$ cat src/hdl/itok_pkg.sv
// Types and constants shared by the expression tokenizer modules.
// No dependencies.
`timescale 1ns / 1ps

package itok_pkg;

    typedef enum logic [2:0] {
        KIND_INT   = 3'd0,
        KIND_ADDR  = 3'd1,
        KIND_WCHAR = 3'd2,
        KIND_WEND  = 3'd3,
        KIND_SYM   = 3'd4,
        KIND_EOL   = 3'd5
    } tok_kind_t;

    typedef enum logic [1:0] {
        MODE_IDLE = 2'd0,
        MODE_NUM  = 2'd1,
        MODE_WORD = 2'd2
    } lex_mode_t;

    typedef struct packed {
        logic [7:0] ch;
        logic       has_char;
        logic       end_of_line;
    } in_item_t;

    typedef struct packed {
        tok_kind_t   token_kind;
        logic [31:0] value;
        logic [7:0]  char_out;
        logic [11:0] start_pos;
        logic        last_result;
    } out_item_t;

    // One result before it is given its place in the output order
    typedef struct packed {
        tok_kind_t   kind;
        logic [31:0] value;
        logic [7:0]  char_out;
        logic [11:0] start_pos;
    } res_t;

    localparam int NSLOT = 4;

    // All results of one item: close, char, close at line end, line end
    typedef struct packed {
        logic [NSLOT-1:0] valid;
        res_t [NSLOT-1:0] slot;
    } bundle_t;

    localparam int QDEPTH = 4;
    localparam int QPTR_W = $clog2(QDEPTH);
    localparam int QCNT_W = $clog2(QDEPTH + 1);

    localparam logic [7:0] CH_ZERO  = 8'h30;
    localparam logic [7:0] CH_NINE  = 8'h39;
    localparam logic [7:0] CH_UNDER = 8'h5F;

    // Digit runs of this length starting with 0, 1, 3 or 4 may be addresses
    localparam int ADDR_DIGITS = 6;

endpackage

$ cat src/hdl/itok_front.sv
// Front end of the tokenizer: classifies each character, keeps the lexer
// state and builds the bundle of results for the item. Uses itok_pkg.
`timescale 1ns / 1ps

module itok_front #(
    parameter int MAX_LINE = 4096
) (
    input  logic               clk,
    input  logic               rst_n,
    input  logic               accept,
    input  itok_pkg::in_item_t item,
    output itok_pkg::bundle_t  bundle,
    output logic               bundle_valid
);
    import itok_pkg::*;

    localparam int POS_W = $clog2(MAX_LINE);
    localparam logic [POS_W-1:0] POS_LAST = POS_W'(MAX_LINE - 1);

    lex_mode_t        mode_reg, mode_next;
    logic [31:0]      acc_reg, acc_next;
    logic [2:0]       cnt_reg, cnt_next;
    logic [3:0]       first_reg, first_next;
    logic             tnz_reg, tnz_next;
    logic [POS_W-1:0] tstart_reg, tstart_next;
    logic [POS_W-1:0] pos_reg, pos_next;

    logic             is_dig, is_alpha, is_space, is_word;
    logic [3:0]       dig;
    logic [7:0]       upper;
    logic [35:0]      prod;
    logic [31:0]      acc_sat;
    bundle_t          b;

    function automatic logic [11:0] pos12(input logic [POS_W-1:0] p);
        logic [31:0] w;
        w = 32'(p);
        return w[11:0];
    endfunction

    function automatic res_t close_res(
        input lex_mode_t        m,
        input logic [31:0]      acc,
        input logic [2:0]       cnt,
        input logic [3:0]       first,
        input logic             tnz,
        input logic [POS_W-1:0] start
    );
        res_t r;
        r = '0;
        r.start_pos = pos12(start);
        if (m == MODE_NUM) begin
            r.value = acc;
            // a six-digit value is below 10^6, so a nonzero tail means mod 10^5 != 0
            if (cnt == 3'(ADDR_DIGITS) && tnz &&
                (first == 4'd0 || first == 4'd1 || first == 4'd3 || first == 4'd4))
                r.kind = KIND_ADDR;
            else
                r.kind = KIND_INT;
        end
        else begin
            r.kind = KIND_WEND;
        end
        return r;
    endfunction

    assign is_dig   = (item.ch >= CH_ZERO) && (item.ch <= CH_NINE);
    assign is_alpha = (item.ch >= 8'h41 && item.ch <= 8'h5A) ||
                      (item.ch >= 8'h61 && item.ch <= 8'h7A);
    assign is_space = (item.ch == 8'h20) || (item.ch >= 8'h09 && item.ch <= 8'h0D);
    assign is_word  = is_alpha || is_dig || (item.ch == CH_UNDER);
    assign dig      = item.ch[3:0];
    assign upper    = (item.ch >= 8'h61 && item.ch <= 8'h7A) ? (item.ch & 8'hDF) : item.ch;

    // acc * 10 + digit, held at all ones on overflow
    assign prod    = {1'b0, acc_reg, 3'b000} + {3'b000, acc_reg, 1'b0} + {32'd0, dig};
    assign acc_sat = (prod[35:32] != 4'd0) ? 32'hFFFF_FFFF : prod[31:0];

    always_comb
    begin
        mode_next   = mode_reg;
        acc_next    = acc_reg;
        cnt_next    = cnt_reg;
        first_next  = first_reg;
        tnz_next    = tnz_reg;
        tstart_next = tstart_reg;
        pos_next    = pos_reg;
        b           = '0;

        if (item.has_char) begin
            if ((mode_reg == MODE_NUM && !is_dig) || (mode_reg == MODE_WORD && !is_word)) begin
                b.valid[0] = 1'b1;
                b.slot[0]  = close_res(mode_reg, acc_reg, cnt_reg, first_reg, tnz_reg,
                                       tstart_reg);
                mode_next  = MODE_IDLE;
                acc_next   = '0;
                cnt_next   = '0;
                first_next = '0;
                tnz_next   = 1'b0;
            end

            unique case (mode_next)
                MODE_NUM:
                begin
                    acc_next = acc_sat;
                    cnt_next = (cnt_reg == 3'd7) ? cnt_reg : cnt_reg + 3'd1;
                    tnz_next = tnz_reg | (dig != 4'd0);
                end
                MODE_WORD:
                begin
                    b.valid[1]          = 1'b1;
                    b.slot[1].kind      = KIND_WCHAR;
                    b.slot[1].char_out  = upper;
                    b.slot[1].start_pos = pos12(tstart_reg);
                end
                default:
                begin
                    priority if (is_space) begin
                        // skip
                    end
                    else if (is_dig) begin
                        mode_next   = MODE_NUM;
                        tstart_next = pos_reg;
                        acc_next    = {28'd0, dig};
                        cnt_next    = 3'd1;
                        first_next  = dig;
                        tnz_next    = 1'b0;
                    end
                    else if (is_alpha || item.ch == CH_UNDER) begin
                        mode_next           = MODE_WORD;
                        tstart_next         = pos_reg;
                        b.valid[1]          = 1'b1;
                        b.slot[1].kind      = KIND_WCHAR;
                        b.slot[1].char_out  = upper;
                        b.slot[1].start_pos = pos12(pos_reg);
                    end
                    else begin
                        b.valid[1]          = 1'b1;
                        b.slot[1].kind      = KIND_SYM;
                        b.slot[1].char_out  = item.ch;
                        b.slot[1].start_pos = pos12(pos_reg);
                    end
                end
            endcase

            pos_next = (pos_reg == POS_LAST) ? '0 : pos_reg + 1'b1;
        end

        if (item.end_of_line) begin
            if (mode_next != MODE_IDLE) begin
                b.valid[2] = 1'b1;
                b.slot[2]  = close_res(mode_next, acc_next, cnt_next, first_next, tnz_next,
                                       tstart_next);
            end
            b.valid[3]     = 1'b1;
            b.slot[3].kind = KIND_EOL;
            mode_next      = MODE_IDLE;
            acc_next       = '0;
            cnt_next       = '0;
            first_next     = '0;
            tnz_next       = 1'b0;
            tstart_next    = '0;
            pos_next       = '0;
        end
    end

    assign bundle       = b;
    assign bundle_valid = accept && (b.valid != '0);

    always_ff @(posedge clk or negedge rst_n)
    begin
        if (!rst_n) begin
            mode_reg   <= MODE_IDLE;
            acc_reg    <= '0;
            cnt_reg    <= '0;
            first_reg  <= '0;
            tnz_reg    <= 1'b0;
            tstart_reg <= '0;
            pos_reg    <= '0;
        end
        else if (accept) begin
            mode_reg   <= mode_next;
            acc_reg    <= acc_next;
            cnt_reg    <= cnt_next;
            first_reg  <= first_next;
            tnz_reg    <= tnz_next;
            tstart_reg <= tstart_next;
            pos_reg    <= pos_next;
        end
    end

endmodule

$ cat src/hdl/itok_queue.sv
// Short queue of result bundles between the tokenizer front and back ends.
// Uses itok_pkg.
`timescale 1ns / 1ps

module itok_queue (
    input  logic              clk,
    input  logic              rst_n,
    input  logic              wr_en,
    input  itok_pkg::bundle_t wr_data,
    input  logic              rd_en,
    output itok_pkg::bundle_t rd_data,
    output logic              full,
    output logic              empty
);
    import itok_pkg::*;

    bundle_t           mem [QDEPTH];
    logic [QPTR_W-1:0] wr_ptr_reg, wr_ptr_next;
    logic [QPTR_W-1:0] rd_ptr_reg, rd_ptr_next;
    logic [QCNT_W-1:0] cnt_reg, cnt_next;
    logic              do_wr, do_rd;

    assign full    = (cnt_reg == QCNT_W'(QDEPTH));
    assign empty   = (cnt_reg == '0);
    assign do_wr   = wr_en && !full;
    assign do_rd   = rd_en && !empty;
    assign rd_data = mem[rd_ptr_reg];

    always_comb
    begin
        wr_ptr_next = do_wr ? wr_ptr_reg + 1'b1 : wr_ptr_reg;
        rd_ptr_next = do_rd ? rd_ptr_reg + 1'b1 : rd_ptr_reg;
        cnt_next    = cnt_reg;
        if (do_wr && !do_rd)
            cnt_next = cnt_reg + 1'b1;
        else if (do_rd && !do_wr)
            cnt_next = cnt_reg - 1'b1;
    end

    always_ff @(posedge clk)
    begin
        if (do_wr)
            mem[wr_ptr_reg] <= wr_data;
    end

    always_ff @(posedge clk or negedge rst_n)
    begin
        if (!rst_n) begin
            wr_ptr_reg <= '0;
            rd_ptr_reg <= '0;
            cnt_reg    <= '0;
        end
        else begin
            wr_ptr_reg <= wr_ptr_next;
            rd_ptr_reg <= rd_ptr_next;
            cnt_reg    <= cnt_next;
        end
    end

endmodule

$ cat src/hdl/itok_back.sv
// Back end of the tokenizer: holds one bundle and hands out its results
// one item at a time, oldest slot first. Uses itok_pkg.
`timescale 1ns / 1ps

module itok_back (
    input  logic                clk,
    input  logic                rst_n,
    input  logic                q_empty,
    input  itok_pkg::bundle_t   q_data,
    output logic                q_pop,
    input  logic                pop,
    output logic                empty,
    output itok_pkg::out_item_t token
);
    import itok_pkg::*;

    logic [NSLOT-1:0] mask_reg, mask_next;
    res_t [NSLOT-1:0] slot_reg, slot_next;
    logic [NSLOT-1:0] pick;
    logic [NSLOT-1:0] rest;
    logic             load;
    res_t             cur;

    always_comb
    begin
        pick = '0;
        cur  = slot_reg[0];
        priority if (mask_reg[0]) begin
            pick[0] = 1'b1;
            cur     = slot_reg[0];
        end
        else if (mask_reg[1]) begin
            pick[1] = 1'b1;
            cur     = slot_reg[1];
        end
        else if (mask_reg[2]) begin
            pick[2] = 1'b1;
            cur     = slot_reg[2];
        end
        else if (mask_reg[3]) begin
            pick[3] = 1'b1;
            cur     = slot_reg[3];
        end
        else begin
            pick = '0;
        end
    end

    assign rest  = mask_reg & ~pick;
    assign empty = (mask_reg == '0);
    // refill once the held bundle is drained or about to be
    assign load  = empty || (pop && rest == '0);
    assign q_pop = load && !q_empty;

    always_comb
    begin
        mask_next = mask_reg;
        slot_next = slot_reg;
        if (load) begin
            mask_next = q_empty ? '0 : q_data.valid;
            slot_next = q_data.slot;
        end
        else if (pop) begin
            mask_next = rest;
        end
    end

    assign token.token_kind  = cur.kind;
    assign token.value       = cur.value;
    assign token.char_out    = cur.char_out;
    assign token.start_pos   = cur.start_pos;
    assign token.last_result = (rest == '0);

    always_ff @(posedge clk)
    begin
        slot_reg <= slot_next;
    end

    always_ff @(posedge clk or negedge rst_n)
    begin
        if (!rst_n)
            mask_reg <= '0;
        else
            mask_reg <= mask_next;
    end

endmodule

$ cat src/hdl/item_expression_tokenizer.sv
// Expression tokenizer, one character item per cycle while full is low.
// The results of an item pass through a four-bundle queue and then the back
// end's bundle register, and leave by the token port one result per pop; an
// item with more than one result holds the port while the queue takes more.
// Reset clears the lexer state and empties the queue at once.
`timescale 1ns / 1ps

module item_expression_tokenizer #(
    parameter int MAX_LINE = 4096
) (
    input  logic                clk,
    input  logic                rst_n,
    input  logic                push,
    output logic                full,
    input  itok_pkg::in_item_t  char_item,
    output logic                empty,
    input  logic                pop,
    output itok_pkg::out_item_t token
);
    import itok_pkg::*;

    logic    accept;
    bundle_t f_bundle;
    logic    f_valid;
    bundle_t q_data;
    logic    q_empty;
    logic    q_pop;

    assign accept = push && !full;

    itok_front #(
        .MAX_LINE(MAX_LINE)
    ) u_front (
        .clk          (clk),
        .rst_n        (rst_n),
        .accept       (accept),
        .item         (char_item),
        .bundle       (f_bundle),
        .bundle_valid (f_valid)
    );

    itok_queue u_queue (
        .clk     (clk),
        .rst_n   (rst_n),
        .wr_en   (f_valid),
        .wr_data (f_bundle),
        .rd_en   (q_pop),
        .rd_data (q_data),
        .full    (full),
        .empty   (q_empty)
    );

    itok_back u_back (
        .clk     (clk),
        .rst_n   (rst_n),
        .q_empty (q_empty),
        .q_data  (q_data),
        .q_pop   (q_pop),
        .pop     (pop),
        .empty   (empty),
        .token   (token)
    );

endmodule
$ cat config.mk
export PLATFORM = sky130hd
export DESIGN_NAME = item_expression_tokenizer
export DESIGN_NICKNAME = d
export VERILOG_FILES = /design/src/hdl/itok_pkg.sv /design/src/hdl/itok_front.sv /design/src/hdl/itok_queue.sv /design/src/hdl/itok_back.sv /design/src/hdl/item_expression_tokenizer.sv
export SDC_FILE = /design/constraint.sdc
export NUM_CORES = 1
export LEC_CHECK = 0
export ABC_AREA = 1
export BUFFER_PORTS_ARGS = -buffer_cell sky130_fd_sc_hd__clkbuf_2
export CAP_MARGIN = 20
export CORE_MARGIN = 5
export CORE_UTILIZATION = 45
export DETAILED_ROUTE_END_ITERATION = 8
export MAX_ROUTING_LAYER = met4
export PLACE_DENSITY_LB_ADDON = 0.25
export SETUP_SLACK_MARGIN = 0.3
export SLEW_MARGIN = 20
export SYNTH_ARGS = -nofsm -noshare
export SYNTH_HDL_FRONTEND = slang
export SYNTH_SLANG_ARGS = --single-unit
export TNS_END_PERCENT = 100
$ cat constraint.sdc
create_clock -name clk -period 22 [get_ports clk]
set_input_delay 1.1 -clock clk [delete_from_list [all_inputs] [get_ports clk]]
set_output_delay 1.1 -clock clk [all_outputs]
set_load 0.005 [all_outputs]
==> results.json <==
{
  "post-cts-setup-buffers": 0,
  "cts_inserted_buffers": 68,
  "reg2reg_from": "u_front.mode_reg[1]$_DFFE_PN0P_",
  "status": "finished clean",
  "dr.first_iter.drc_count": 2134,
  "die_y_microns": 271,
  "io_buffers": 71,
  "cts_resized": 0,
  "drcViolationCount": 0,
  "ys_seq_area_share_pct": 63.8,
  "sequentialPowerShare_pct": 40.3,
  "synthArstFlopShare_pct": 11.6,
  "p_leak_nw": 13.1,
  "wire_per_inst_microns": 21.0,
  "setup_viol": 0,
  "tightestPinTransition_ns": 1.09,
  "dp_hpwl_microns": 50400,
  "ir_drop_mv": 0.118,
  "rows": 95,
  "period_minus_slack_ns": 6.50,
  "crit_fanout": 58,
  "final.setup_skew_ns": 0.0223,
  "fin_area_sq_um": 34000,
  "syn-num-nets": 3033,
  "syn2layout_area_growth_pct": 10.8,
  "synth_edf_count": 587,
  "die_w_microns": 271,
  "p_clk_share_pct": 23.7,
  "fin_crit_sh_pct": 29.5,
  "start_util_pct": 45.5,
  "max_stage_delay_ns": 0.80,
  "hold_viol_final": 0,
  "grt_max_degree": 130,
  "synth_flop_cell": "edfxtp_1",
  "via_per_inst": 5.65,
  "final_cell_mix": "edfxtp_1 (587), nand2_1 (502), nor2_1 (408), o21ai_0 (351), inv_1 (212)",
  "antenna_left": 0,
  "p_comb_share_pct": 36.0,
  "hold_path.class": "input pin to asynchronous set/reset pin",
  "track_usage_pct": 22.3,
  "p_switching_mw": 1.86,
  "critPathSlowestCell": "buf_4",
  "setup_tns_ns": 0,
  "whs_ns": 0.378,
  "htreeDepth": 3,
  "critPathRequiredTime_ns": 22.22,
  "cts_sinks": 664,
  "globalplace.congestion": 0.898,
  "route.vias.total": 21930,
  "reg2reg_slack_ns": 16.43,
  "max-cap-violations": 0,
  "syn-cell-area_sq_um": 30700,
  "internal-power_mw": 2.94,
  "clk_path_buf_depth": 3,
  "reg2reg_depth": 14,
  "ys_types": 51,
  "syn_avg_cell_area_sq_um": 10.4,
  "dp_cells": 3759,
  "drive_above_1_share_pct": 9.08,
  "power_density_nw_per_um2": 141,
  "tritoncts": "yes",
  "fmax_mhz": 154,
  "synth_warnings": 0,
  "drt_wl_total_microns": 81700,
  "ys_seq_elements": 664,
  "p_sw_share_pct": 38.7,
  "fin_nets": 3046,
  "maxSlewHeadroom_pct": 26.9,
  "dpl_cell_area_sq_um": 31800,
  "antenna_found_initial": 0,
  "core-area_sq_um": 67400,
  "cpMostUsedCell": "inv_1",
  "crit_type": "input pin to flip-flop",
  "cp_data_arrival_time_ns": 6.72,
  "slew_viol_final": 0,
  "grt_pass1_vias": 20880,
  "root_buffer": "clkbuf_16",
  "crit_chain": "clkbuf_2 -> inv_1 -> a21oi_4 -> nor2_2 -> inv_2 -> nand4_4 -> nand2_4 -> nor2_4 -> inv_1 -> ha_1 -> inv_1 -> a21oi_1 -> or2_2 -> nand3_1 -> nand2_1 -> nor2_4 -> buf_4 -> buf_4",
  "first_pass_iters": 5,
  "clock_latency_ns": 0.61,
  "hold_buffers": 0,
  "largest_register_ffs": 472,
  "fin_util_pct": 50.4,
  "ioPinCount": 72,
  "die_area_sq_um": 73500,
  "gr-total-overflow": 0,
  "reg2reg_to": "u_queue.mem[3][113]$_DFFE_PP_",
  "synthCells": 2943,
  "start_kind": "input pin",
  "endpoint_kind": "flip-flop",
  "final_common_cell": "edfxtp_1",
  "grt_pass1_wl_microns": 125000,
  "rsz0062_at_grt": "false",
  "path_clk_slew_ns": 0.07,
  "instances_no_fill": 3880
}
==> per-layer routing <==
metal	vias to the layer above	wire [microns]	GRT usage, %
met3	98	5920	2.67
met1	10805	37600	33.2
met4	0	1470	5.34
met5	-	0	-
met2	737	36700	33.2
li1	10290	-	-
==> area by class of cell <==
type	instances	area [sq um]
clock inverters	36	384
diodes	1	2.50
inverters	222	841
well taps	873	1090
fillers	5926	33400
repair buffers	103	614
clock buffers	84	1810
flip-flops and latches	664	19600
multi-input cells	1897	9650
==> worst max-delay path by stage <==
stage	from	slack, ns	end
global placement	char_item[6]	14.94	u_queue.mem[3][40]$_DFFE_PP_
global route	char_item[6]	15.16	u_queue.mem[3][33]$_DFFE_PP_
detailed placement	char_item[4]	14.85	u_queue.mem[3][41]$_DFFE_PP_
floorplan	char_item[3]	13.44	u_queue.mem[0][0]$_DFFE_PP_
finish	char_item[4]	15.50	u_queue.mem[3][113]$_DFFE_PP_
CTS	char_item[4]	15.49	u_queue.mem[3][34]$_DFFE_PP_
==> cell families after synthesis <==
group,share of synthesized area [%]
XOR/XNOR,0.857
buffers and inverters,4.94
multiplexers,0.0367
flip-flops,63.8
AND/OR/NAND/NOR,15.7
AO/OA/AOI/OAI,11.5
adder cells (fa/ha/maj),3.17
==> metrics by stage <==
step	setup slack [ns]	power, mW
3_5_place_dp	14.85	3.68
2_1_floorplan	13.44	3.07
4_1_cts	15.49	4.82
3_3_place_gp	14.94	3.63
6_report	15.50	4.79
5_1_grt	15.16	5.08
==> cells in the mapped netlist, types with 13 or more instances <==
cell | instances | area share, %
inv_1 | 215 | 2.6
xor2_1 | 23 | 0.66
o22ai_1 | 139 | 2.8
nand3_1 | 135 | 2.2
ha_1 | 73 | 3.0
a22oi_1 | 18 | 0.44
a21oi_1 | 59 | 0.96
clkbuf_1 | 126 | 1.5
buf_1 | 13 | 0.16
nand2_1 | 503 | 6.2
nor3_1 | 50 | 0.82
edfxtp_1 | 587 | 57
dfrtp_1 | 77 | 6.3
nor2_1 | 417 | 5.1
o21ai_1 | 19 | 0.31
o21ai_0 | 352 | 5.7
nor2_2 | 16 | 0.33
==> power groups by stage <==
stage	clock network, mW	logic, mW	registers, mW
final	1.14	1.73	1.93
after global routing	1.21	1.92	1.96
after CTS	1.16	1.73	1.93
after detailed placement	0	1.73	1.95
after global placement	0	1.69	1.95
after floorplan	0	1.15	1.92
==> critical path, delay by kind of cell <==
family	cells	cell delay, ns
buffers and inverters	7	2.74
and+or+nand+nor	8	2.23
AOI/OAI and AO/OA	2	0.28
adders and majority gates	1	0.25
Power figures use the tool's default switching activity.
